[src/hdl/upd_pkg.sv]
`default_nettype none

package upd_pkg;

  // character codes
  localparam logic [7:0] CH_PERCENT = 8'h25;
  localparam logic [7:0] CH_PLUS    = 8'h2B;
  localparam logic [7:0] CH_SPACE   = 8'h20;
  localparam logic [7:0] CH_ZERO    = 8'h30;
  localparam logic [7:0] CH_NINE    = 8'h39;
  localparam logic [7:0] CH_UPPER_A = 8'h41;
  localparam logic [7:0] CH_UPPER_F = 8'h46;
  localparam logic [7:0] CH_LOWER_A = 8'h61;
  localparam logic [7:0] CH_LOWER_F = 8'h66;
  localparam logic [7:0] CASE_GAP   = 8'h20;
  localparam logic [7:0] ALPHA_BIAS = 8'h37;

  // input kind codes
  localparam logic KIND_DATA = 1'b0;
  localparam logic KIND_END  = 1'b1;

  // most results one input transaction can cause
  localparam int MAX_RESULTS = 3;
  localparam int CNT_W       = 2;

  // default depth of the command queue between front and back
  localparam int QUEUE_DEPTH = 2;

  typedef struct packed {
    logic       kind;
    logic [7:0] in_byte;
  } upd_in_t;

  typedef struct packed {
    logic [7:0] out_byte;
    logic       is_terminator;
    logic       last;
  } upd_out_t;

  // one result as queued, before the last flag is known
  typedef struct packed {
    logic [7:0] data;
    logic       term;
  } upd_res_t;

  // all results of one input transaction
  typedef struct packed {
    logic [CNT_W-1:0]             count;
    upd_res_t [MAX_RESULTS-1:0]   res;
  } upd_cmd_t;

  function automatic logic is_hex(input logic [7:0] c);
    return ((c >= CH_ZERO) && (c <= CH_NINE)) ||
           ((c >= CH_UPPER_A) && (c <= CH_UPPER_F)) ||
           ((c >= CH_LOWER_A) && (c <= CH_LOWER_F));
  endfunction

  function automatic logic [3:0] hex_nibble(input logic [7:0] c);
    logic [7:0] u;
    logic [7:0] v;
    u = (c >= CH_LOWER_A) ? c - CASE_GAP : c;
    v = (u >= CH_UPPER_A) ? u - ALPHA_BIAS : u - CH_ZERO;
    return v[3:0];
  endfunction

endpackage

`default_nettype wire

[src/hdl/upd_front.sv]
`default_nettype none

module upd_front (
  input  wire logic             clk,
  input  wire logic             rst,
  input  wire logic             in_valid,
  output logic                  in_ready,
  input  wire upd_pkg::upd_in_t in_data,
  input  wire logic             queue_full,
  output logic                  push,
  output upd_pkg::upd_cmd_t     cmd
);

  typedef enum logic [2:0] {
    PH_IDLE  = 3'b001,
    PH_PCT   = 3'b010,
    PH_DIGIT = 3'b100
  } phase_t;

  phase_t     phase;
  phase_t     phase_next;
  logic [7:0] held_digit;
  logic [7:0] held_digit_next;
  logic       in_fire;

  assign in_ready = ~queue_full;
  assign in_fire  = in_valid & in_ready;

  // classify the transaction and build its list of results
  always_comb begin
    upd_pkg::upd_res_t [upd_pkg::MAX_RESULTS-1:0] res;
    logic [upd_pkg::CNT_W-1:0] n;
    logic [7:0] c;
    logic       do_plain;
    res             = '0;
    n               = '0;
    c               = in_data.in_byte;
    do_plain        = 1'b0;
    phase_next      = phase;
    held_digit_next = held_digit;
    if (in_data.kind == upd_pkg::KIND_END) begin
      if (phase != PH_IDLE) begin
        res[n] = '{data: upd_pkg::CH_PERCENT, term: 1'b0};
        n      = n + 1'b1;
      end
      if (phase == PH_DIGIT) begin
        res[n] = '{data: held_digit, term: 1'b0};
        n      = n + 1'b1;
      end
      res[n]          = '{data: 8'h00, term: 1'b1};
      n               = n + 1'b1;
      phase_next      = PH_IDLE;
      held_digit_next = 8'h00;
    end else begin
      case (phase)
        PH_PCT: begin
          if (upd_pkg::is_hex(c)) begin
            held_digit_next = c;
            phase_next      = PH_DIGIT;
          end else begin
            res[n]     = '{data: upd_pkg::CH_PERCENT, term: 1'b0};
            n          = n + 1'b1;
            phase_next = PH_IDLE;
            do_plain   = 1'b1;
          end
        end
        PH_DIGIT: begin
          if (upd_pkg::is_hex(c)) begin
            res[n] = '{data: {upd_pkg::hex_nibble(held_digit), upd_pkg::hex_nibble(c)},
                       term: 1'b0};
            n      = n + 1'b1;
          end else begin
            res[n] = '{data: upd_pkg::CH_PERCENT, term: 1'b0};
            n      = n + 1'b1;
            res[n] = '{data: held_digit, term: 1'b0};
            n      = n + 1'b1;
            do_plain = 1'b1;
          end
          phase_next      = PH_IDLE;
          held_digit_next = 8'h00;
        end
        default: begin
          do_plain = 1'b1;
        end
      endcase
      // ordinary byte handling with nothing held
      if (do_plain) begin
        if (c == upd_pkg::CH_PERCENT) begin
          phase_next = PH_PCT;
        end else if (c == upd_pkg::CH_PLUS) begin
          res[n] = '{data: upd_pkg::CH_SPACE, term: 1'b0};
          n      = n + 1'b1;
        end else begin
          res[n] = '{data: c, term: 1'b0};
          n      = n + 1'b1;
        end
      end
    end
    cmd.res   = res;
    cmd.count = n;
    push      = in_fire & (n != '0);
  end

  // escape state
  always_ff @(posedge clk) begin
    if (rst) begin
      phase      <= PH_IDLE;
      held_digit <= 8'h00;
    end else if (in_fire) begin
      phase      <= phase_next;
      held_digit <= held_digit_next;
    end
  end

  // an end marker always leaves nothing held
  a_end_clears: assert property (@(posedge clk) disable iff (rst)
    in_fire && (in_data.kind == upd_pkg::KIND_END) |=> phase == PH_IDLE)
    else $error("escape state not cleared after end marker");

endmodule

`default_nettype wire

[src/hdl/upd_queue.sv]
`default_nettype none

module upd_queue #(
  parameter int DEPTH = upd_pkg::QUEUE_DEPTH
) (
  input  wire logic              clk,
  input  wire logic              rst,
  input  wire logic              push,
  input  wire upd_pkg::upd_cmd_t push_cmd,
  output logic                   full,
  input  wire logic              pop,
  output logic                   not_empty,
  output upd_pkg::upd_cmd_t      head
);

  localparam int PTR_W = $clog2(DEPTH);
  localparam int CNT_W = $clog2(DEPTH + 1);

  upd_pkg::upd_cmd_t entries [DEPTH];
  logic [PTR_W-1:0]  wr_ptr;
  logic [PTR_W-1:0]  rd_ptr;
  logic [CNT_W-1:0]  fill;

  assign full      = (fill == CNT_W'(DEPTH));
  assign not_empty = (fill != '0);
  assign head      = entries[rd_ptr];

  // entry storage
  always_ff @(posedge clk) begin
    if (push) begin
      entries[wr_ptr] <= push_cmd;
    end
  end

  // pointers and fill level
  always_ff @(posedge clk) begin
    if (rst) begin
      wr_ptr <= '0;
      rd_ptr <= '0;
      fill   <= '0;
    end else begin
      if (push) begin
        wr_ptr <= (wr_ptr == PTR_W'(DEPTH - 1)) ? '0 : wr_ptr + 1'b1;
      end
      if (pop) begin
        rd_ptr <= (rd_ptr == PTR_W'(DEPTH - 1)) ? '0 : rd_ptr + 1'b1;
      end
      if (push && !pop) begin
        fill <= fill + 1'b1;
      end else if (pop && !push) begin
        fill <= fill - 1'b1;
      end
    end
  end

  a_no_overflow: assert property (@(posedge clk) disable iff (rst)
    push |-> !full)
    else $error("command queue overflow");

  a_no_underflow: assert property (@(posedge clk) disable iff (rst)
    pop |-> not_empty)
    else $error("command queue underflow");

endmodule

`default_nettype wire

[src/hdl/upd_back.sv]
`default_nettype none

module upd_back (
  input  wire logic              clk,
  input  wire logic              rst,
  input  wire logic              cmd_valid,
  input  wire upd_pkg::upd_cmd_t cmd,
  output logic                   pop,
  output logic                   out_valid,
  input  wire logic              out_ready,
  output upd_pkg::upd_out_t      out_data
);

  logic [upd_pkg::CNT_W-1:0] idx;
  logic                      at_last;
  logic                      out_fire;

  assign at_last   = (idx == cmd.count - 1'b1);
  assign out_valid = cmd_valid;
  assign out_fire  = out_valid & out_ready;
  assign pop       = out_fire & at_last;

  // present the current result of the head command
  always_comb begin
    out_data.out_byte      = cmd.res[idx].data;
    out_data.is_terminator = cmd.res[idx].term;
    out_data.last          = at_last;
  end

  // step through the results of the head command
  always_ff @(posedge clk) begin
    if (rst) begin
      idx <= '0;
    end else if (out_fire) begin
      idx <= at_last ? '0 : idx + 1'b1;
    end
  end

  a_term_is_last: assert property (@(posedge clk) disable iff (rst)
    out_valid && out_data.is_terminator |-> out_data.last)
    else $error("terminator is not the last result of its transaction");

  a_idx_in_range: assert property (@(posedge clk) disable iff (rst)
    cmd_valid |-> (idx < cmd.count))
    else $error("result index beyond command length");

endmodule

`default_nettype wire

[src/hdl/url_percent_decoder_top.sv]
`default_nettype none

// Streaming URL percent-decoder with '+' as space. Each input transaction
// carries one encoded byte or an end-of-string marker and causes zero to
// three result transactions; the final one of each carries last. "%hh"
// (either case) gives one byte, '+' gives a space, a broken escape is passed
// on literally, and the end marker flushes what is held and then gives a
// terminator result with out_byte zero. The front classifies one input per
// cycle while the queue has room and writes its results as one command into
// a small queue; the back sends one result per cycle while out_ready is high.
// So an input that gives several results holds the output until all of them
// are sent; input stalls only once the queue (QUEUE_DEPTH commands) is full.
// No initialization pass is needed after reset.
module url_percent_decoder_top #(
  parameter int QUEUE_DEPTH = upd_pkg::QUEUE_DEPTH
) (
  input  wire logic             clk,
  input  wire logic             rst,
  input  wire logic             in_valid,
  output logic                  in_ready,
  input  wire upd_pkg::upd_in_t in_data,
  output logic                  out_valid,
  input  wire logic             out_ready,
  output upd_pkg::upd_out_t     out_data
);

  logic              push;
  logic              pop;
  logic              queue_full;
  logic              queue_not_empty;
  upd_pkg::upd_cmd_t push_cmd;
  upd_pkg::upd_cmd_t head_cmd;

  // classify and build commands
  upd_front u_front (
    .clk        (clk),
    .rst        (rst),
    .in_valid   (in_valid),
    .in_ready   (in_ready),
    .in_data    (in_data),
    .queue_full (queue_full),
    .push       (push),
    .cmd        (push_cmd)
  );

  // decouple front from back
  upd_queue #(
    .DEPTH (QUEUE_DEPTH)
  ) u_queue (
    .clk       (clk),
    .rst       (rst),
    .push      (push),
    .push_cmd  (push_cmd),
    .full      (queue_full),
    .pop       (pop),
    .not_empty (queue_not_empty),
    .head      (head_cmd)
  );

  // emit results one per transaction
  upd_back u_back (
    .clk       (clk),
    .rst       (rst),
    .cmd_valid (queue_not_empty),
    .cmd       (head_cmd),
    .pop       (pop),
    .out_valid (out_valid),
    .out_ready (out_ready),
    .out_data  (out_data)
  );

endmodule

`default_nettype wire
[config.mk]
export PLATFORM = sky130hd
export DESIGN_NAME = url_percent_decoder_top
export DESIGN_NICKNAME = d
export VERILOG_FILES = /design/src/hdl/upd_pkg.sv /design/src/hdl/upd_front.sv /design/src/hdl/upd_queue.sv /design/src/hdl/upd_back.sv /design/src/hdl/url_percent_decoder_top.sv
export SDC_FILE = /design/constraint.sdc
export NUM_CORES = 1
export LEC_CHECK = 0
export ABC_AREA = 1
export BUFFER_PORTS_ARGS = -buffer_cell sky130_fd_sc_hd__buf_2
export CAP_MARGIN = 5
export CORE_ASPECT_RATIO = 1.2
export CORE_MARGIN = 2
export CORE_UTILIZATION = 30
export CTS_BUF_LIST = sky130_fd_sc_hd__clkbuf_4
export CTS_CLUSTER_DIAMETER = 60
export CTS_CLUSTER_SIZE = 12
export DETAILED_ROUTE_END_ITERATION = 8
export GPL_TIMING_DRIVEN = 0
export HOLD_SLACK_MARGIN = 0.15
export PLACE_DENSITY_LB_ADDON = 0.12
export SLEW_MARGIN = 20
export SYNTH_ARGS = -nofsm -noshare
export SYNTH_HDL_FRONTEND = slang
export SYNTH_SLANG_ARGS = --single-unit
[constraint.sdc]
create_clock -name clk -period 3.4 [get_ports clk]
set_input_delay 0.17 -clock clk [delete_from_list [all_inputs] [get_ports clk]]
set_output_delay 0.17 -clock clk [all_outputs]
set_load 0.05 [all_outputs]
# == After elaboration in Yosys (flattened, before gate mapping) ==
# Memories as Yosys holds them, arrays and structs flattened. A register that Yosys moved wholly into a read port is not among the register bits.
# Index checks and enable logic that the tools add are counted.
# totals
ff_bits,17
latchBits,0
mem_bits_rw,58
romBits,0
inputBits,13
out_inout_bits,12
elab_cells,135
n_memories,1
# mem_list
memory,words,word_bits,read_ports,rd_ports_with_merged_regs,wr,line,rtl
u_queue.entries,2,29,1,1,1,upd_queue.sv:19,upd_pkg::upd_cmd_t entries [DEPTH];
# classes
n_addsub,15
multipliers,0
n_div,0
n_lt_le_gt_ge,16
eq_ne,8
n_shift,0
muxes,60
bitwise_logic,11
n_reduce_logical,18
# op_table
cell,n
$mux W27,6
$mux W9,10
$bwmux W27,2
$demux W9 S2,3
$not A24 Y24,2
$ge A8 B7 Y1 const B,5
$mux W8,4
$and A16 B24 Y24,1
$and A24 B24 Y24,1
$mux W2,11
$bmux W9 S2,1
$pmux W9 S2,1
$eq A8 B6 Y1 const B,2
$le A8 B7 Y1 const B,2
$pmux W8 S2,1
$sub A8 B6 Y8 const B,2
$mux W7,2
$lt A2 B3 Y1 const B,4
$mux W3,4
$mux W1,11
$add A2 B1 Y2 const B,5
$ge A8 B6 Y1 const B,1
$le A8 B6 Y1 const B,1
$logic_and A1 B1 Y1,8
other kinds (24),38

# == Depth between registers and ports, before layout ==
# logic_depth
depth_word,17
mapped_depth,25
depth_no_buf,25

# == Cells and area by module ==
# A second synthesis with hierarchy kept.
# hier_totals
hier_cells,523
area_unflattened_um2,4643.2
# modules_own_cells
mod,instances,cells_per_inst,area_per_inst_um2,seq_area_each_um2
upd_queue,1,123,2359.8,1841.8
upd_front,1,331,1903.1,220.2
upd_back,1,69,380.4,40.0

# == Worst setup path before layout ==
# Ideal clock, no wire load.
# synth_path
path_kind,input-to-reg
from,input port in_data[1] (netlist name)
to,memory u_queue.entries[0][0] (netlist name) (enable)
setup_time_ns,0.415
arrival_ns,3.050
required_ns,2.985
setup_slack_ns,-0.065
stages,18
path_buffers,0
cell_sequence,inv_2 ha_1 inv_1 nand3_1 nand3_2 nand2_4 inv_4 nor2_4 inv_2 nand2_1 inv_1 ha_1 nor2_1 a21oi_1 nand3_1 nand3_2 nand2_1 nor2_1
# synth_via
elab_chain_cells,15
elab_cells_between_ends,27
classes_between,1 x add/sub; 6 x order compare; 1 x eq/ne; 12 x mux; 1 x bitwise; 6 x reduce/logical
# synth_lines
element,line,rtl
"start, declared",url_percent_decoder_top.sv:21,"input wire upd_pkg::upd_in_t in_data,"
"$ge A8 B6 Y1, or another cell as far along",upd_pkg.sv:53,return ((c >= CH_ZERO) && (c <= CH_NINE)) ||
"$logic_and A1 B1 Y1, on equally long branches","upd_pkg.sv:53, upd_pkg.sv:54",
$logic_or A1 B1 Y1,upd_pkg.sv:53,
$logic_or A1 B1 Y1,upd_pkg.sv:54,((c >= CH_UPPER_A) && (c <= CH_UPPER_F)) ||
$mux W2 or $mux W1 (tied branches),"upd_front.sv:68, upd_front.sv:57",
$pmux W2 S2,upd_front.sv:55,case (phase)
$mux W2,upd_front.sv:41,if (in_data.kind == upd_pkg::KIND_END) begin
$add A2 B1 Y2,"upd_front.sv:92, upd_front.sv:95",
$mux W2,upd_front.sv:88,if (c == upd_pkg::CH_PERCENT) begin
$mux W2 (*),upd_front.sv:87,if (do_plain) begin
$mux W2 (*),upd_front.sv:41,
$reduce_bool A2 Y1 (*),upd_front.sv:101,push = in_fire & (n != '0);
$and A1 B1 Y1 (*),upd_front.sv:101,
$mux W1 (*),upd_queue.sv:30,if (push) begin
$mux W1 (not written as such) (*),upd_queue.sv:31,entries[wr_ptr] <= push_cmd;
"end, declared",upd_queue.sv:19,
# Mark *: on every way between the ends. The rest lies on a longest branch, timed or not. The select of a mux whose other input is x is not followed.

# == Worst setup path after layout ==
# layout_path
from,register u_front.phase[2]
to,memory u_queue.entries[0][4] (netlist name) (enable)
# layout_via
elab_chain_cells,12
elab_cells_between_ends,22
classes_between,3 x add/sub; 3 x eq/ne; 13 x mux; 1 x bitwise; 2 x reduce/logical
# layout_lines
element,line,rtl
"start, declared",upd_front.sv:20,phase_t phase;
"start signal, assigned",upd_front.sv:110,phase <= phase_next;
$ne A3 B1 Y1,upd_front.sv:42,if (phase != PH_IDLE) begin
$mux W1,upd_front.sv:42,
$mux W2,upd_front.sv:41,
$add A2 B1 Y2,upd_front.sv:48,n = n + 1'b1;
$mux W2,upd_front.sv:46,if (phase == PH_DIGIT) begin
$mux W2,upd_front.sv:41,
$add A2 B1 Y2,upd_front.sv:51,n = n + 1'b1;
$mux W2 (*),upd_front.sv:41,
$reduce_bool A2 Y1 (*),upd_front.sv:101,
$and A1 B1 Y1 (*),upd_front.sv:101,
$mux W1 (*),upd_queue.sv:30,
$mux W1 (not written as such) (*),upd_queue.sv:31,
# Marked as above.

==> metrics.md <==
| Metric | Value |
|---|---|
| Status | `finished, final reports clean` |
| Register Area | `0.002102 sq mm` |
| Post-synthesis adder-cell area fraction | `4.655%` |
| Crit Path Category | `register to register` |
| Ant. Diodes | `0` |
| Sw Ratio | `about 34%` |
| Initial antenna violation count | `0` |
| First-pass DRT Iterations | `4` |
| Synth async-reset ratio | `0%` |
| Compound-gate portion of the synthesized area | `13.88%` |
| Largest net degree at the start of global routing | `30` |
| Max-slew violation total from the final report | `0` |
| Total track usage | `between 10% and 20%` |
| Internal power | `1518 uW` |
| CTS root buffer | `clkbuf_4` |
| Share of layout cells above drive strength 1 | `19.50%` |
| Rel. slew slack | `56.50%` |
| Clock skew | `0.02148 ns` |
| Syn_nets | `approximately 500` |
| Post-synth EDFFs | `slightly below 60` |
| Period minus WS final | `roughly 2.9 ns` |
| Worst R2R Setup Slack | `0.51 ns` |
| Wire per inst | `around 17 um` |
| Mapped Avg Cell Area | `9.092 sq um` |
| Clock Tree Buf Depth | `2` |
| Tightest Hold Check Type | `primary input to register` |
| H-tree Lvls | `3` |
| Sink Count | `between 70 and 80` |
| Simple-Gate Fraction of Synth Area | `roughly a quarter` |
| Total congestion overflow | `0` |
| Final Cell Area | `0.004881 sq mm` |
| Dpl cells | `approximately 670` |
| Vias | `3346` |
| Combinational share of power | `23.8%` |
| Depth of the worst hold-timing path | `5` |
| Static Leak | `0.001961 uW` |
| Die ar. | `0.01531 sq mm` |
| XOR/XNOR share of the synthesized area | `1.804%` |
| Die Wd | `113.3 um` |
| Place WS | `0.06894 ns` |
| Final ANT Viol Nets | `0` |
| Reg clk slew, reported paths | `approximately 0.15 ns` |
| Yosys cell types | `46` |
| Final wirelength | `11440 um` |
| Pwr dens | `469.5 mW/mm^2` |
| Worst Setup End Kind | `register` |
| CP max stage cell | `nor2_4` |
| Cells after synthesis | `473` |
| Final GP Congestion | `between 0.8 and 0.9` |
| Hold path endpoint | `u_front.held_digit[3]$_SDFFE_PP0P_` |
| Port Buf Inserts | `22` |
| DP HPWL | `8651 um` |
| Placed cell areas | `~0.0047 sq mm` |
| CP Max Fanout | `15` |
| Crit Reg-Reg Startpoint | `u_front.phase[2]$_SDFFE_PP0P_` |
| Top Ports | `25` |
| Mux cell area share after synthesis | `0.2328%` |
| Clock power share | `28.6%` |
| CTS tree | `done` |
| CP bufs+invs | `5` |
| Die Ht | `135.2 um` |
| Initial Utilization | `30.99%` |
| Fin nets | `roughly 540` |
| Psw | `773.0 uW` |
| Multi-input logic area | `0.001913 sq mm` |
| Max Cap Violations | `0` |
| Vias in the first global route | `3330` |
| Critical-path cell list | `inv_2 -> nor3_4 -> inv_2 -> nor2_4 -> inv_2 -> nand2_1 -> inv_1 -> ha_1 -> nor2_1 -> a21oi_1 -> nand3_1 -> nand3_2 -> nand2_1 -> nor2_4 -> buf_16` |
| Synth Warn # | `0` |
| Worst EP arrival | `a little over 3 ns` |
| Clock Latency Late Sink | `0.46 ns` |
| FP Rows | `47` |
| Worst-Margin Slew | `~0.65 ns` |
| Vias per Instance | `about 4.9` |
| Worst Hold Launch | `in_data[3]` |
| Crit share post-route | `approximately 85%` |
| Sequential share of power | `47.5%` |
| Post-CTS sizing | `0` |
| RSZ-0062 raised after global routing | `no` |
| Post-synthesis register bit count | `76` |
| Initial detailed-routing violation count | `around 180` |
| Seq/Total Area, Yosys | `48.88%` |
| Delay-heaviest family, CP | `simple AND/OR/NAND/NOR gates` |
| First-pass GRT wire length | `about 18000 um` |
| CTS buffer count | `9` |
| Worst setup SP type | `register` |
| Core area | `~0.014 sq mm` |
| Max frequency | `345.6 MHz` |
| Most frequent CP cell | `inv_2` |
| Most common cell after layout, fill and taps aside | `nand2_1` |
| Required @ worst endpoint | `3.58 ns` |
| Setup_tns | `0 ns` |
| Peak VDD IR | `155.0 uV` |
| Cell Area, Synth | `0.004300 sq mm` |
| Area delta synth->final | `13.50%` |
| Final hold vios | `0` |
| Endpoints failing setup | `0` |
| R2R Path End | `u_queue.entries[0][4]$_DFFE_PP_` |
| Final WS setup | `0.5063 ns` |
| Largest family of logic cells by synthesized area | `simple AND/OR/NAND/NOR gates` |
| Fillers | `1462` |
| Cell count of the worst reg-to-reg path | `15` |
| DRC viols | `0` |
| Most frequent cells in the layout | `74 x nand2_1, 64 x nor2_1, 58 x edfxtp_1` |
| Fin cells | `between 600 and 700` |
| CP max stage delay | `0.45 ns` |
| Primary FF master, synth | `edfxtp_1` |
-- cell usage after synthesis (all sizes together) (3+ instances only) --
master / instances / share of area, %
nand3: 31 / 4.9
nand4: 8 / 1.2
nand2: 82 / 8.1
o21ai: 46 / 6.0
a21oi: 18 / 2.4
nor2: 70 / 6.6
o32ai: 10 / 2.0
clkbuf: 6 / 0.52
inv: 52 / 4.6
xor2: 7 / 1.6
dfxtp: 18 / 8.4
edfxtp: 58 / 41
buf: 10 / 1.5
nor3: 15 / 2.6
a22oi: 3 / 0.52
o22ai: 9 / 1.3
ha: 16 / 4.7
-- per-stage QoR --
stage / hold WS, ns / util, % / power [uW]
after floorplan: 0.3884 / - / 1501
after global placement: 0.4764 / 33.34 / 1645
after detailed placement: 0.4895 / 33.57 / 1660
after CTS: 0.1839 / 35.12 / 2324
after global routing: 0.2113 / 35.17 / 2409
final: 0.2253 / 35.17 / 2291
-- timing repair --
item                                    in CTS  in global routing
hold endpoints to repair                     8                  0
setup buffers                                0                  1
hold buffers                                 5                  0
endpoints found under the setup margin       0                 16
-- cell type report --
class,instances,area share (%)
multi-input cells,327,39.19
clock inverters,6,1.820
flip-flops and latches,76,43.07
plain buffers,16,1.743
clock buffers,10,1.538
well taps,171,4.383
repair buffers,29,3.999
inverters,54,4.255
-- worst max path at each step --
stage | from | endpoint | depth (start not counted)
3_3_place_gp | in_data[1] | u_queue.entries[0][19]$_DFFE_PP_ | 19
2_1_floorplan | in_data[1] | u_queue.entries[0][0]$_DFFE_PP_ | 18
6_report | u_front.phase[2]$_SDFFE_PP0P_ | u_queue.entries[0][4]$_DFFE_PP_ | 15
3_5_place_dp | in_data[1] | u_queue.entries[0][19]$_DFFE_PP_ | 20
5_1_grt | u_front.phase[2]$_SDFFE_PP0P_ | u_queue.fill[1]$_SDFFE_PP0P_ | 19
4_1_cts | u_front.phase[2]$_SDFFE_PP0P_ | u_queue.entries[0][4]$_DFFE_PP_ | 15
-- power by group through the flow --
stage               logic [uW]  clock network, uW  registers (uW)
global route               604                708            1100
global placement           534                  0            1110
finish                     546                656            1090
detailed placement         549                  0            1110
floorplan                  397                  0            1100
CTS                        554                680            1090
-- state kept, by name (all words and copies together), names as in the netlist, named ones only --
| register | cells |
|---|---|
| u_back.idx | 2 |
| u_front.held_digit | 8 |
| u_queue.wr_ptr | 1 |
| u_queue.entries | 58 |
| u_queue.rd_ptr | 1 |
| u_queue.fill | 2 |
| u_front.phase | 3 |
-- worst min-delay path, cell delays in order --
cell and delay [ns]:
buf_4 0.16, clkinv_2 0.09, nor3_1 0.06, o21ai_0 0.15
a21oi_1 0.04
-- logic make-up (layout without fill, tap and decap cells) --
kind of cell / count (synthesis) / count (layout)
multiplexers: 1 / 1
AND/OR/NAND/NOR: 208 / 208
flip-flops: 76 / 76
adder cells (fa/ha/maj): 16 / 16
buffers and inverters: 70 / 115
XOR/XNOR: 8 / 8
AO/OA/AOI/OAI: 94 / 94
-- per-layer routing --
metal / vias up / share of wire (%) / global-route usage [%]
li1: 1715 / - / -
met4: 0 / 1.4 / 5.420
met3: 11 / 3.0 / 2.685
met2: 50 / 49 / 27.38
met5: - / 0 / 0
met1: 1570 / 46 / 20.15
Power figures use the tool's default switching activity.
